==> src/rtl/mdfr_pkg.sv <==
`timescale 1ns / 1ps

package mdfr_pkg;

    // Source table geometry.
    localparam int TABLE_ENTRIES = 32;
    localparam int IDX_W = (TABLE_ENTRIES > 1) ? $clog2(TABLE_ENTRIES) : 1;

    // Header fields.
    localparam int ID_W   = 16;
    localparam int SEQ_W  = 13;
    localparam int HOP_W  = 3;
    localparam int WORD_W = HOP_W + SEQ_W;
    localparam int ENTRY_W = ID_W + SEQ_W;

    // Sequence number rules.
    localparam logic [SEQ_W-1:0]        RESTART_SEQ_MAX = SEQ_W'(5);
    localparam logic signed [SEQ_W-1:0] RESTART_DIFF    = -SEQ_W'(10);

    // Register file.
    localparam int CFG_IDX_W  = 1;
    localparam int CFG_DATA_W = 16;
    localparam logic [CFG_IDX_W-1:0] CFG_OWN_ID   = 1'b0;
    localparam logic [CFG_IDX_W-1:0] CFG_MAX_HOPS = 1'b1;
    localparam logic [ID_W-1:0]      OWN_ID_RESET   = 16'hFFFF;
    localparam logic [HOP_W-1:0]     MAX_HOPS_RESET = 3'd4;

    // Stream widths.
    localparam int S_DATA_W = 2 * ID_W;
    localparam int M_DATA_W = 24;

    typedef enum logic [2:0] {
        V_HOP_LIMIT = 3'd0,
        V_DUPLICATE = 3'd1,
        V_OWN       = 3'd2,
        V_FULL      = 3'd3,
        V_ADVANCED  = 3'd4,
        V_RESTART   = 3'd5,
        V_NEW       = 3'd6
    } verdict_t;

    typedef enum logic [2:0] {
        ST_IDLE   = 3'b001,
        ST_SCAN   = 3'b010,
        ST_FINISH = 3'b100
    } state_t;

endpackage

==> src/rtl/mesh_duplicate_filter_relay.sv <==
`timescale 1ns / 1ps

// Channel  Direction  Handshake              Payload
// s_*      in         s_tvalid / s_tready    s_tdata: source_id, hop_seq_word
// m_*      out        m_tvalid / m_tready    m_tdata: verdict, deliver, relay, relay_hop_seq_word
// cfg_*    in         cfg_valid / cfg_ready  cfg_index, cfg_data
//
// One header word is handled at a time. A word rejected by the hop limit or the own id
// check goes from acceptance through ST_FINISH to the output register. Any other word
// scans the table one entry per cycle through the memory's single read port, stopping
// at a match or after the last entry. The input reopens in the cycle after the result
// enters the output register, even if it still waits on m_tready; the next result then
// holds until the output register frees. Reset clears the valid flip-flops.

module mesh_duplicate_filter_relay (
    input  logic                               clk,
    input  logic                               rst_n,
    input  logic                               s_tvalid,
    output logic                               s_tready,
    // [15:0] source_id, [31:16] hop_seq_word
    input  logic [mdfr_pkg::S_DATA_W-1:0]      s_tdata,
    output logic                               m_tvalid,
    input  logic                               m_tready,
    // [2:0] verdict, [3] deliver, [4] relay, [20:5] relay_hop_seq_word, [23:21] zero
    output logic [mdfr_pkg::M_DATA_W-1:0]      m_tdata,
    input  logic                               cfg_valid,
    output logic                               cfg_ready,
    input  logic [mdfr_pkg::CFG_IDX_W-1:0]     cfg_index,
    input  logic [mdfr_pkg::CFG_DATA_W-1:0]    cfg_data
);
    import mdfr_pkg::*;

    // Configuration registers.
    logic [ID_W-1:0]  own_id_reg;
    logic [HOP_W-1:0] max_hops_reg;

    // Control state.
    state_t                   state_reg, state_next;
    logic [TABLE_ENTRIES-1:0] valid_reg, valid_next;
    logic [IDX_W-1:0]         rd_idx_reg, rd_idx_next;
    logic [IDX_W-1:0]         cmp_idx_reg, cmp_idx_next;
    logic                     cmp_valid_reg, cmp_valid_next;
    logic                     free_found_reg, free_found_next;
    logic [IDX_W-1:0]         free_idx_reg, free_idx_next;
    logic                     m_valid_reg, m_valid_next;

    // Payload held for the word being worked on.
    logic [ID_W-1:0]     src_reg, src_next;
    logic [SEQ_W-1:0]    seq_reg, seq_next;
    logic [HOP_W-1:0]    hops_reg, hops_next;
    verdict_t            verdict_reg, verdict_next;
    logic [M_DATA_W-1:0] m_data_reg, m_data_next;

    // Source table: source id above the last sequence number.
    logic [ENTRY_W-1:0] entry_mem [TABLE_ENTRIES];
    logic [ENTRY_W-1:0] rd_data_reg;
    logic               mem_we;
    logic [IDX_W-1:0]   mem_waddr;
    logic [ENTRY_W-1:0] mem_wdata;

    // Input fields.
    logic [ID_W-1:0]   in_src;
    logic [WORD_W-1:0] in_word;
    logic [HOP_W-1:0]  in_hops;

    // Compare stage.
    logic                    entry_ok;
    logic                    cmp_hit;
    logic                    cmp_free;
    logic                    cmp_last;
    logic [SEQ_W-1:0]        diff;
    logic                    seq_advance;
    logic                    seq_restart;
    logic [IDX_W-1:0]        new_idx;

    // Result fields.
    logic              res_deliver;
    logic              res_relay;
    logic [HOP_W:0]    hops_inc;
    logic [WORD_W-1:0] res_word;
    logic              out_free;

    assign in_src   = s_tdata[ID_W-1:0];
    assign in_word  = s_tdata[S_DATA_W-1:ID_W];
    assign in_hops  = in_word[WORD_W-1:SEQ_W];

    assign s_tready  = (state_reg == ST_IDLE);
    assign cfg_ready = 1'b1;
    assign m_tvalid  = m_valid_reg;
    assign m_tdata   = m_data_reg;
    assign out_free  = !m_valid_reg || m_tready;

    // The configuration must only be written while the block is idle; the block itself does not enforce this.
    always_ff @(posedge clk or negedge rst_n)
    begin
        if (!rst_n)
        begin
            own_id_reg   <= OWN_ID_RESET;
            max_hops_reg <= MAX_HOPS_RESET;
        end
        else if (cfg_valid)
        begin
            case (cfg_index)
                CFG_OWN_ID:   own_id_reg   <= cfg_data[ID_W-1:0];
                CFG_MAX_HOPS: max_hops_reg <= cfg_data[HOP_W-1:0];
                default:      ;
            endcase
        end
    end

    // Table memory: one write port and one registered read port.
    always_ff @(posedge clk)
    begin
        if (mem_we)
        begin
            entry_mem[mem_waddr] <= mem_wdata;
        end
        rd_data_reg <= entry_mem[rd_idx_reg];
    end

    // The entry read last cycle is compared here. Memory contents only count for a
    // valid entry, since unwritten rows hold whatever came up at power on.
    assign entry_ok = cmp_valid_reg && valid_reg[cmp_idx_reg];
    assign cmp_hit  = entry_ok && (rd_data_reg[ENTRY_W-1:SEQ_W] == src_reg);
    assign cmp_free = cmp_valid_reg && !valid_reg[cmp_idx_reg];
    assign cmp_last = cmp_valid_reg && (cmp_idx_reg == IDX_W'(TABLE_ENTRIES - 1));
    assign new_idx  = free_found_reg ? free_idx_reg : cmp_idx_reg;

    // Serial-number distance, modulo 2^13, read as a signed value.
    assign diff        = seq_reg - rd_data_reg[SEQ_W-1:0];
    assign seq_advance = (diff != '0) && !diff[SEQ_W-1];
    assign seq_restart = (seq_reg <= RESTART_SEQ_MAX) && ($signed(diff) < RESTART_DIFF);

    // The relay word carries the hop count plus one. max_hops is at most 7, so the
    // incremented count still fits the field whenever relaying is allowed.
    assign res_deliver = verdict_reg inside {V_ADVANCED, V_RESTART, V_NEW};
    assign hops_inc    = {1'b0, hops_reg} + (HOP_W + 1)'(1);
    assign res_relay   = res_deliver && (hops_inc < {1'b0, max_hops_reg});
    assign res_word    = res_relay ? {hops_inc[HOP_W-1:0], seq_reg} : '0;

    always_comb
    begin
        state_next      = state_reg;
        valid_next      = valid_reg;
        rd_idx_next     = rd_idx_reg;
        cmp_idx_next    = cmp_idx_reg;
        cmp_valid_next  = cmp_valid_reg;
        free_found_next = free_found_reg;
        free_idx_next   = free_idx_reg;
        m_valid_next    = m_valid_reg;
        src_next        = src_reg;
        seq_next        = seq_reg;
        hops_next       = hops_reg;
        verdict_next    = verdict_reg;
        m_data_next     = m_data_reg;
        mem_we          = 1'b0;
        mem_waddr       = cmp_idx_reg;
        mem_wdata       = {src_reg, seq_reg};

        if (m_valid_reg && m_tready)
        begin
            m_valid_next = 1'b0;
        end

        case (state_reg)
            ST_IDLE:
            begin
                if (s_tvalid)
                begin
                    src_next        = in_src;
                    seq_next        = in_word[SEQ_W-1:0];
                    hops_next       = in_hops;
                    rd_idx_next     = '0;
                    cmp_valid_next  = 1'b0;
                    free_found_next = 1'b0;
                    if (in_hops >= max_hops_reg)
                    begin
                        verdict_next = V_HOP_LIMIT;
                        state_next   = ST_FINISH;
                    end
                    else if (in_src == own_id_reg)
                    begin
                        verdict_next = V_OWN;
                        state_next   = ST_FINISH;
                    end
                    else
                    begin
                        state_next = ST_SCAN;
                    end
                end
            end

            ST_SCAN:
            begin
                // Issue the next read; the address parks on the last entry.
                cmp_valid_next = 1'b1;
                cmp_idx_next   = rd_idx_reg;
                if (rd_idx_reg != IDX_W'(TABLE_ENTRIES - 1))
                begin
                    rd_idx_next = rd_idx_reg + IDX_W'(1);
                end

                if (cmp_free && !free_found_reg)
                begin
                    free_found_next = 1'b1;
                    free_idx_next   = cmp_idx_reg;
                end

                if (cmp_hit)
                begin
                    mem_waddr  = cmp_idx_reg;
                    state_next = ST_FINISH;
                    if (seq_advance)
                    begin
                        mem_we       = 1'b1;
                        verdict_next = V_ADVANCED;
                    end
                    else if (seq_restart)
                    begin
                        mem_we       = 1'b1;
                        verdict_next = V_RESTART;
                    end
                    else
                    begin
                        verdict_next = V_DUPLICATE;
                    end
                end
                else if (cmp_last)
                begin
                    state_next = ST_FINISH;
                    if (free_found_reg || cmp_free)
                    begin
                        mem_we                = 1'b1;
                        mem_waddr             = new_idx;
                        valid_next[new_idx]   = 1'b1;
                        verdict_next          = V_NEW;
                    end
                    else
                    begin
                        verdict_next = V_FULL;
                    end
                end
            end

            ST_FINISH:
            begin
                if (out_free)
                begin
                    m_valid_next = 1'b1;
                    m_data_next  = {(M_DATA_W - 5 - WORD_W)'(0), res_word, res_relay,
                                    res_deliver, verdict_reg};
                    state_next   = ST_IDLE;
                end
            end

            default:
            begin
                state_next = ST_IDLE;
            end
        endcase
    end

    always_ff @(posedge clk or negedge rst_n)
    begin
        if (!rst_n)
        begin
            state_reg      <= ST_IDLE;
            valid_reg      <= '0;
            rd_idx_reg     <= '0;
            cmp_idx_reg    <= '0;
            cmp_valid_reg  <= 1'b0;
            free_found_reg <= 1'b0;
            free_idx_reg   <= '0;
            m_valid_reg    <= 1'b0;
        end
        else
        begin
            state_reg      <= state_next;
            valid_reg      <= valid_next;
            rd_idx_reg     <= rd_idx_next;
            cmp_idx_reg    <= cmp_idx_next;
            cmp_valid_reg  <= cmp_valid_next;
            free_found_reg <= free_found_next;
            free_idx_reg   <= free_idx_next;
            m_valid_reg    <= m_valid_next;
        end
    end

    always_ff @(posedge clk)
    begin
        src_reg     <= src_next;
        seq_reg     <= seq_next;
        hops_reg    <= hops_next;
        verdict_reg <= verdict_next;
        m_data_reg  <= m_data_next;
    end

`ifndef NO_ASSERTIONS
    // Entries are only ever claimed, never released.
    a_valid_grows: assert property (@(posedge clk) disable iff (!rst_n)
        1'b1 |=> ($countones(valid_reg) >= $past($countones(valid_reg))))
        else $error("table entry lost its valid bit");

    // At most one entry is claimed per word.
    a_one_claim: assert property (@(posedge clk) disable iff (!rst_n)
        1'b1 |=> ($countones(valid_reg) <= $past($countones(valid_reg)) + 1))
        else $error("more than one entry claimed");

    // A relayed word is always a delivered one.
    a_relay_deliver: assert property (@(posedge clk) disable iff (!rst_n)
        (m_valid_reg && m_data_reg[4]) |-> m_data_reg[3])
        else $error("relay without deliver");

    // Delivery follows from the verdict alone.
    a_deliver_code: assert property (@(posedge clk) disable iff (!rst_n)
        m_valid_reg |-> (m_data_reg[3] == (m_data_reg[2:0] == V_ADVANCED ||
                                           m_data_reg[2:0] == V_RESTART ||
                                           m_data_reg[2:0] == V_NEW)))
        else $error("deliver flag disagrees with verdict");

    // The table is only written while a scan is under way.
    a_write_in_scan: assert property (@(posedge clk) disable iff (!rst_n)
        mem_we |-> (state_reg == ST_SCAN))
        else $error("table write outside a scan");
`endif

endmodule
==> config.mk <==
export PLATFORM = sky130hd
export DESIGN_NAME = mesh_duplicate_filter_relay
export DESIGN_NICKNAME = d
export VERILOG_FILES = /design/src/rtl/mdfr_pkg.sv /design/src/rtl/mesh_duplicate_filter_relay.sv
export SDC_FILE = /design/constraint.sdc
export NUM_CORES = 1
export LEC_CHECK = 0
export ABC_CLOCK_PERIOD_IN_PS = 6740
export BUFFER_PORTS_ARGS = -buffer_cell sky130_fd_sc_hd__buf_2
export CAP_MARGIN = 0
export CORE_AREA = 2 2 269 271
export DETAILED_ROUTE_END_ITERATION = 8
export DIE_AREA = 0 0 271 273
export GPL_TIMING_DRIVEN = 0
export PLACE_DENSITY = 0.76
export SLEW_MARGIN = 30
export SYNTH_ARGS = -nofsm -noshare
export SYNTH_HDL_FRONTEND = slang
export SYNTH_SLANG_ARGS = --single-unit
export TNS_END_PERCENT = 5
==> constraint.sdc <==
create_clock -name clk -period 6.74 [get_ports clk]
set_input_delay 0.337 -clock clk [delete_from_list [all_inputs] [get_ports clk]]
set_output_delay 0.337 -clock clk [all_outputs]
set_load 0.03 [all_outputs]
**Word level (Yosys, flattened, before mapping)**

Memory sizes are Yosys's and may differ from the RTL's. A register that Yosys moved wholly into a read port is not among the register bits.
Index checks and enable logic that the tools add are counted.

- Register bits after elaboration: 128
- Logic and storage cells: 119
- Input port bits: 54
- Memories kept: 1
- Bits in writable memories: 928

Memory list:

| memory | depth | width | rd ports | clocked after memory_dff | wr ports | line | text |
|---|---|---|---|---|---|---|---|
| entry_mem | 32 | 29 | 1 | 1 | 1 | mesh_duplicate_filter_relay.sv:55 | `logic [ENTRY_W-1:0] entry_mem [TABLE_ENTRIES];` |

- Mux-type cells: 43
- Reductions and logical operators: 30
- Equal/unequal tests: 16
- Add/subtract/negate cells: 3
- Bitwise logic cells: 3
- Order comparisons: 7

Operators with widths:

| kind | number |
|---|---|
| 3-bit two-way mux | 14 |
| 5-bit two-way mux | 7 |
| 16-bit == test | 2 |
| 32-bit OR | 1 |
| 1-bit two-way mux | 15 |
| 13-bit by 3-bit less-or-equal comparator with 1-bit output (second input constant) | 1 |
| 13-bit by 5-bit < comparator with 1-bit output (second input constant) | 1 |
| 13-bit nonzero test | 1 |
| 13-bit subtractor | 1 |
| 3-bit == test (second input constant) | 4 |
| 5-bit by 6-bit < comparator with 1-bit output (second input constant) | 2 |
| 2-bit AND reduction | 6 |
| 1-bit logical AND | 10 |
| 5-bit one-hot mux with 2 select lines | 1 |
| 3-bit one-hot mux with 3 select lines | 1 |
| 3-bit AND reduction | 3 |
| 2-bit inequality test (second input constant) | 4 |
| 4-bit AND reduction | 2 |
| 3-bit one-hot mux with 2 select lines | 1 |
| 5-bit by 1-bit adder with 5-bit output (second input constant) | 1 |
| 1-bit binary-select mux with 5-bit select | 1 |
| 1-bit demux with 5-bit select | 1 |
| 5-bit == test (second input constant) | 1 |
| 5-bit by 1-bit greater-or-equal comparator with 1-bit output (second input constant) | 1 |
| other kinds (14) | 20 |

**Longest topological paths before layout**

Gate-level depths: netlist of the first run.

- Depth after elaboration: 11
- Mapped depth: 12
- Depth with buffers taken out: 11

**Least setup slack after synthesis of the first run**

Ideal clock, no wire load.

- Path type: reg2reg
- Start: reg seq_reg[0]
- End: mem entry_mem[29][0] in the netlist's numbering, enable pin
- Slack: 0.515 ns
- Cell stages (with the launch flop): 12
- Arrival time: 5.737 ns
- Clock period less this slack: 6.225 ns
- Library setup time: 0.488 ns
- Path through: edfxtp_1 inv_1 ha_1 fa_1 nor2b_1 o2111ai_1 a32o_1 nor3_1 a2111oi_0 a311oi_1 nor3_2 nor4_1

- Word-level cells in the longest chain between the ends: 9
- Elaborated cells on any way between the ends: 13

Ends and longest elaborated chain:

| element | line | text |
|---|---|---|
| start: declaration | mesh_duplicate_filter_relay.sv:49 | `logic [SEQ_W-1:0] seq_reg, seq_next;` |
| start signal: assignment | mesh_duplicate_filter_relay.sv:292 | `seq_reg <= seq_next;` |
| 13-bit subtractor | mesh_duplicate_filter_relay.sv:130 | `assign diff = seq_reg - rd_data_reg[SEQ_W-1:0];` |
| 13-bit by 5-bit < comparator with 1-bit output | mesh_duplicate_filter_relay.sv:132 | `assign seq_restart = (seq_reg <= RESTART_SEQ_MAX) && ($signed(diff) < RESTART_DIFF);` |
| 1-bit logical AND | mesh_duplicate_filter_relay.sv:132 |  |
| 1-bit two-way mux | mesh_duplicate_filter_relay.sv:218 | `else if (seq_restart)` |
| 1-bit two-way mux * | mesh_duplicate_filter_relay.sv:213 | `if (seq_advance)` |
| 1-bit two-way mux * | mesh_duplicate_filter_relay.sv:209 | `if (cmp_hit)` |
| 1-bit two-way mux * | mesh_duplicate_filter_relay.sv:165 | `case (state_reg)` |
| 1-bit two-way mux * | mesh_duplicate_filter_relay.sv:114 | `if (mem_we)` |
| 1-bit two-way mux (implied by the code) * | mesh_duplicate_filter_relay.sv:116 | `entry_mem[mem_waddr] <= mem_wdata;` |
| end: declaration | mesh_duplicate_filter_relay.sv:55 |  |

Mark *: on every way between the ends. The rest lies on a longest branch, timed or not.

**Final worst setup path of the first run**

- Start: reg seq_reg[0]
- End: mem entry_mem[29][15] in the netlist's numbering, enable pin

The elaborated chain is that of the path after synthesis.

==> reports/results.tsv, run 1 <==
stage	metric	value	unit
yosys	yosysWarnings	0	
place	gp_congestion	0.8481	
detailed_routing	avgViaCountPerCell	6.643	
cts	cts_tree	built	
cts	cts_max_path_buffers	3	
setup_path	end_kind	flop	
sta	slew_headroom	29.99	%
yosys	ys_seq_elements	1085	
sta	timing.final.crit_share	86.40	%
outcome	status	completed	
yosys	synthFlopType	edfxtp_1	
die	die_area	73980	um2
sta	grt_setup_unrepaired	false	
detailed_routing	drc_errors	0	
place	dpl-instance-area	45570	um2
yosys	synth_top_area_share	69.71	%
setup_path	critPathMaxFanout	18	
sta	setup_viol	0	
place	io_buffers	76	
global_routing	grt_max_degree	54	
cts	clock-root-buffer	clkbuf_16	
detailed_routing	vias	22650	
yosys	yosys.area.top_type	edfxtp_1	
run	maxCapViolCount	0	
global_routing	grt_overflow	0	
sta	final_max_slew_viol_count	0	
yosys	async_flop_share	6.636	%
power	ir_drop	0.4109	mV
cts	clock-sinks	1085	
sta	tightest_slew	1.050	ns
place	place_hpwl	70.23	mm
yosys	synth_edf_count	984	
final_layout	final_area	49820	um2
cts	clk_latency	0.68	ns
cts	cts-htree-levels	3	
setup_path	cp.required	7.11	ns
sta	fin_hold_ws	0.01635	ns
cts	cts_resized	0	
detailed_routing	dr.first_iter.drc_count	2912	
setup_path	cp-start-kind	flop	
global_routing	grtUsageTotal	30.20	%
die	fp.dieH	273	um
yosys	syn_inst	1945	
detailed_routing	first_pass_iters	5	
sta	max_clock_freq	0.1717	GHz
yosys	synth.area.top_cells	edfxtp_1, mux4_2, dfrtp_1, mux2_2, dfxtp_1	
cts	cts_setup_buffers	0	
power	p_leak	16.34	nW
cts	cts_buffers	106	
die	start_util	59.71	%
yosys	seq_area_frac_synth	75.38	%
final_layout	area_growth	17.52	%
sta	period_minus_slack	5.824	ns
yosys	ys_types	66	
yosys	synth_most_common_cell	edfxtp_1	
final_layout	drive_gt1_share	35.73	%
yosys	synth_common_cells	edfxtp_1, mux4_2, clkbuf_1	
detailed_routing	postRouteAntennaNets	0	
sta	hold_viol_final	0	
final_layout	largest_register_ffs	928	
yosys	synth_area	42390	um2
final_layout	num-nets-final	2443	
detailed_routing	finalWirelength	109.4	mm
final_layout	antennaDiodeCount	0	
setup_path	worstPathArrival	6.20	ns
global_routing	grt_pass1_wl	158.9	mm
sta	worst_slack	0.9164	ns
power	p_total	17.16	mW
sta	fin_skew	0.03115	ns
cts	cts.reportedPaths.clkPinSlew	0.06	ns
die	core_area	71000	um2
setup_path	path_class	reg -> reg	
yosys	syn_avg_cell_area	21.79	um2
global_routing	grt_pass1_vias	23250	
hold_path	min_path_type	in -> reg	
die	die_width	271	um
power	power_density	344.5	nW/um2
global_routing	antenna_found_initial	2	
place	place_ws	0.8813	ns
detailed_routing	wl_per_cell	32.09	um
die	placementRows	98	
die	num_io_pins	81	
[cell usage in the layout, fill, tap and decap left out, drive strengths merged, types with 3 or more instances in the layout]
master | Yosys | routed
edfxtp | 984 | 984
mux4 | 296 | 296
buf | 33 | 294
clkbuf | 62 | 215
mux2 | 57 | 57
dfrtp | 54 | 54
dlygate4sd3 | 0 | 47
nand2 | 46 | 46
nor3 | 39 | 39
clkinv | 0 | 37
o21bai | 34 | 34
xnor2 | 31 | 31
dfxtp | 29 | 29
nor2 | 26 | 26
inv | 19 | 22
ha | 20 | 20
dfstp | 18 | 18
and2 | 17 | 17
nand3 | 17 | 17
mux2i | 14 | 14
nand4 | 13 | 13
nor3b | 12 | 12
o21ai | 12 | 12
xor2 | 11 | 11
a21oi | 11 | 11
bufinv | 0 | 9
nand2b | 8 | 8
a21o | 7 | 7
o21a | 7 | 7
nor2b | 6 | 6
and3 | 5 | 5
nor4 | 5 | 5
a211oi | 4 | 4
nand3b | 4 | 4
conb | 2 | 4
a22oi | 3 | 3
a31oi | 3 | 3
or2 | 3 | 3
o22ai | 3 | 3
clkinvlp | 0 | 3
[stage by stage]
stage	setup TNS [ns]	utilization, %	cells
after floorplan	0	-	1947
after global placement	-2445.20	61.93	2973
after detailed placement	0	64.18	3142
after CTS	0	69.78	3389
after global routing	0	70.17	3410
final	0	70.17	3410
[power breakdown]
group | switching, mW | internal [mW]
Combinational | 1.78 | 1.30
Sequential | 0.255 | 7.87
Clock | 2.52 | 3.44
Total | 4.56 | 12.6
[final timing paths]
check | start | endpoint | slack (ns) | cells after the start
setup / recovery | seq_reg[0] | entry_mem[29][15] | 0.92 | 16
min in group asynchronous | rst_n | valid_reg[28] | 0.10 | 2
hold reg to reg | valid_reg[6] | valid_reg[6] | 0.47 | 1
setup reg to reg | seq_reg[0] | entry_mem[29][15] | 0.92 | 16
max in group asynchronous | rst_n | own_id_reg[11] | 6.01 | 3
hold / removal | s_tdata[0] | src_reg[0] | 0.02 | 1
[kinds of logic after synthesis]
logic type	share of synthesized area, %
AO/OA/AOI/OAI	1.768
multiplexers	17.57
AND/OR/NAND/NOR	2.689
flip-flops	75.38
adder cells (fa/ha/maj)	0.6376
other	0.01772
XOR/XNOR	0.8678
buffers and inverters	1.068
[critical path, stage by stage, from the launching register on]
cell	delay (ns)
edfxtp_1	0.69
buf_6	0.28
inv_1	0.08
ha_1	0.22
fa_1	0.41
nor2b_1	0.19
o2111ai_1	0.32
a32o_1	0.37
nor3_1	0.24
a2111oi_0	0.14
a311oi_2	0.70
nor3_2	0.18
nor4_2	0.73
buf_2	0.33
buf_2	0.19
buf_2	0.21
buf_4	0.21
[per-layer routing]
| layer | part of all wire, % | vias to the layer above | GRT usage [%] |
|---|---|---|---|
| li1 | - | 8955 | - |
| met1 | 35 | 11860 | 39.36 |
| met2 | 51 | 1558 | 50.55 |
| met3 | 10 | 277 | 6.353 |
| met4 | 4.2 | 4 | 12.02 |
| met5 | 0.025 | - | 0 |
[layout make-up]
| type | instances | area (um2) |
|---|---|---|
| sequential | 1085 | 31950 |
| fill | 4018 | 21180 |
| multi-input combinational | 748 | 10170 |
| clock buffer | 148 | 2983 |
| timing repair buffer | 313 | 2509 |
| tap | 950 | 1189 |
| clock inverter | 52 | 523.0 |
| buffer | 95 | 417.9 |
| inverter | 19 | 71.32 |
[what timing repair did]
action / CTS / global route
hold endpoints to repair: 104 / 0
hold buffers: 47 / 0
setup endpoints to repair: 0 / 0
(Power assumes the default switching activity.)
==> run 2: changes to the inputs <==
- ABC_CLOCK_PERIOD_IN_PS: 6740 -> 6590
- CORE_AREA: 2 2 269 271 -> 2 2 281 283
- DIE_AREA: 0 0 271 273 -> 0 0 283 285
- PLACE_DENSITY: 0.76 -> 0.78
- clock period: 6.74 -> 6.59 ns (I/O delays scaled with it)
==> run 2 against run 1 <==
Effect of this change:
- register-to-register slack got worse by 0.61 ns
- fmax decreased by 7.3%
- non-clock buffer count rose by 8
- critical path type unchanged
- critical endpoint is now entry_mem[3][7]
- highest routed layer unchanged
==> reports/results.tsv, run 2 (synthesis gave the netlist of run 1 again) <==
stage	metric	value	unit	change
outcome	status	completed		unchanged
setup_path	path_cells	buf_8 -> inv_1 -> fa_1 -> nor2b_1 -> o2111ai_1 -> a32o_1 -> nor3_1 -> a2111oi_0 -> a311oi_1 -> nor3_2 -> buf_2 -> nor3_2 -> buf_4 -> buf_4 -> buf_4 -> buf_4		was buf_6 -> inv_1 -> ha_1 -> fa_1 -> nor2b_1 -> o2111ai_1 -> a32o_1 -> nor3_1 -> a2111oi_0 -> a311oi_2 -> nor3_2 -> nor4_2 -> buf_2 -> buf_2 -> buf_2 -> buf_4
final_layout	final_cell_mix	edfxtp_1, mux4_2, buf_4		unchanged
global_routing	grt_pass1_vias	23730		was 23250
sta	max_clock_freq	0.1591	GHz	was 0.1717 GHz
sta	final_max_slew_viol_count	0		unchanged
setup_path	cp.required	6.96	ns	was 7.11 ns
sta	period_minus_slack	6.284	ns	was 5.824 ns
power	power_density	351.4	nW/um2	was 344.5 nW/um2
cts	cts-htree-levels	3		unchanged
cts	clk_latency	0.70	ns	was 0.68 ns
detailed_routing	wl_per_cell	32.61	um	was 32.09 um
cts	ctsHoldBuffers	51		was 47
final_layout	area_growth	17.74	%	was 17.52%
sta	setup_viol	0		unchanged
global_routing	grt_overflow	0		unchanged
detailed_routing	first_pass_iters	6		was 5
global_routing	grt_pass1_wl	164.3	mm	was 158.9 mm
cts	cts_resized	0		unchanged
place	dp.cells	3249		was 3142
cts	cts_tree	built		unchanged
cts	cts.reportedPaths.clkPinSlew	0.07	ns	was 0.06 ns
power	p_total	17.54	mW	was 17.16 mW
power	p_switching	4.720	mW	was 4.556 mW
setup_path	max_stage_delay	0.96	ns	was 0.73 ns
die	fp.dieH	285	um	was 273 um
power	p_comb_share	18.1	%	was 18.0%
power	p_int	12.82	mW	was 12.61 mW
setup_path	slowest_stage	a311oi_1		was nor4_2
final_layout	drive_gt1_share	35.68	%	was 35.73%
detailed_routing	dr.first_iter.drc_count	3663		was 2912
cts	clock-sinks	1085		unchanged
global_routing	grtUsageTotal	28.51	%	was 30.20%
die	die_width	283	um	was 271 um
die	start_util	54.37	%	was 59.71%
place	place_ws	0.3446	ns	was 0.8813 ns
die	placementRows	103		was 98
die	core_area	77970	um2	was 71000 um2
detailed_routing	postRouteAntennaNets	0		unchanged
cts	cts_buffers	102		was 106
setup_path	cp_num_buf_inv	7		was 6
hold_path	min_path_type	in -> reg		unchanged
setup_path	end_kind	flop		unchanged
sta	tightest_slew	1.163	ns	was 1.050 ns
setup_path	critPathMaxFanout	19		was 18
final_layout	multi_input_area	10160	um2	was 10170 um2
setup_path	critPathTopFamily	compound AO/OA/AOI/OAI gates		unchanged
sta	slew_headroom	21.91	%	was 29.99%
run	maxCapViolCount	0		unchanged
place	dpl-instance-area	45740	um2	was 45570 um2
power	netSwitchingFraction	26.91	%	was 26.54%
cts	cts_setup_buffers	0		unchanged
die	die_area	80660	um2	was 73980 um2
power	p_leak	16.33	nW	was 16.34 nW
final_layout	final_area	49910	um2	was 49820 um2
cts	clock-root-buffer	clkbuf_16		unchanged
setup_path	path_class	reg -> reg		unchanged
setup_path	timing.critical_path.mode_cell	buf_4		was buf_2
detailed_routing	avgViaCountPerCell	6.597		was 6.643
setup_path	cp-start-kind	flop		unchanged
global_routing	grt_max_degree	41		was 54
final_layout	num-nets-final	2447		was 2443
sta	fin_hold_ws	0.1030	ns	was 0.01635 ns
setup_path	worstPathArrival	6.66	ns	was 6.20 ns
detailed_routing	vias	23150		was 22650
sta	timing.final.crit_share	95.36	%	was 86.40%
global_routing	antenna_found_initial	6		was 2
power	seq_power_share	47.4	%	was 47.3%
final_layout	largest_register_ffs	928		unchanged
detailed_routing	drc_errors	0		unchanged
sta	grt_setup_unrepaired	false		unchanged
sta	hold_viol_final	0		unchanged
final_layout	fillers	4786		was 4018
power	ir_drop	0.2372	mV	was 0.4109 mV
detailed_routing	finalWirelength	114.4	mm	was 109.4 mm
place	gp_congestion	0.8376		was 0.8481
power	p_clk_share	34.5	%	was 34.7%
sta	worst_slack	0.3060	ns	was 0.9164 ns
place	io_buffers	76		unchanged
die	num_io_pins	81		unchanged
final_layout	fin_cells	3509		was 3410
cts	cts_max_path_buffers	3		unchanged
final_layout	mostFrequentLayoutCell	edfxtp_1		unchanged
final_layout	regArea	31950	um2	unchanged
place	place_hpwl	70.92	mm	was 70.23 mm
sta	fin_skew	0.03606	ns	was 0.03115 ns
[run 2: cell count changes in the layout (fill, tap and decap cells not counted), moves of 2 or more]
| cell | delta |
|---|---|
| clkbuf_8 | -8 |
| clkbuf_16 | -4 |
| buf_4 | +3 |
| clkbuf_2 | +3 |
| dlygate4sd3_1 | +4 |
| bufinv_16 | +3 |
| buf_16 | -2 |
| clkinv_8 | +3 |
| buf_1 | -4 |
| clkbuf_1 | -2 |
| buf_8 | +2 |
[run 2: worst paths after layout]
kind                                         to    startpoint  slack (ns)  cells after the start
worst max-delay path            entry_mem[3][7]    seq_reg[1]        0.31                     16
worst min-delay path            max_hops_reg[2]     cfg_valid        0.10                      3
worst max register to register  entry_mem[3][7]    seq_reg[1]        0.31                     16
min in group asynchronous         valid_reg[10]         rst_n        0.12                      2
worst min register to register     valid_reg[2]  valid_reg[2]        0.48                      1
max in group asynchronous        own_id_reg[10]         rst_n        5.83                      3
[run 2: per-stage QoR]
stage | setup TNS (ns) | util (%)
CTS | 0 | 63.70
global placement | -2385.76 | 56.55
finish | 0 | 64.01
detailed placement | 0 | 58.67
global route | 0 | 64.01
floorplan | 0 | -
[run 2: power groups by stage]
stage / registers [mW] / clock network (mW) / logic (mW)
after global placement: 8.63 / 0 / 2.55
after global routing: 8.33 / 6.28 / 3.33
after floorplan: 8.49 / 0 / 1.88
final: 8.32 / 6.05 / 3.17
after CTS: 8.45 / 6.04 / 2.90
after detailed placement: 8.58 / 0 / 2.81
[run 2: layout make-up]
type                       instances  share of cell area, %
buffer                            95                 0.8499
antenna                            1               0.005014
multi-input combinational        748                  20.36
timing repair buffer             321                  5.154
inverter                          19                 0.1429
clock buffer                     135                  5.548
sequential                      1085                  64.02
tap                             1050                  2.632
clock inverter                    55                  1.284
[run 2: worst register-to-register path, stage by stage (launching register included)]
cell	delay [ns]
edfxtp_1	0.82
buf_8	0.26
inv_1	0.08
fa_1	0.47
nor2b_1	0.20
o2111ai_1	0.29
a32o_1	0.36
nor3_1	0.26
a2111oi_0	0.12
a311oi_1	0.96
nor3_2	0.24
buf_2	0.32
nor3_2	0.65
buf_4	0.31
buf_4	0.23
buf_4	0.21
buf_4	0.19
[run 2: layer usage]
metal / track usage [%] / vias up / part of all wire (%)
met5: 0 / - / 0.024
met4: 12.78 / 4 / 4.9
met3: 5.760 / 351 / 11
met2: 47.18 / 1900 / 50
met1: 37.04 / 11920 / 34
li1: - / 8971 / -
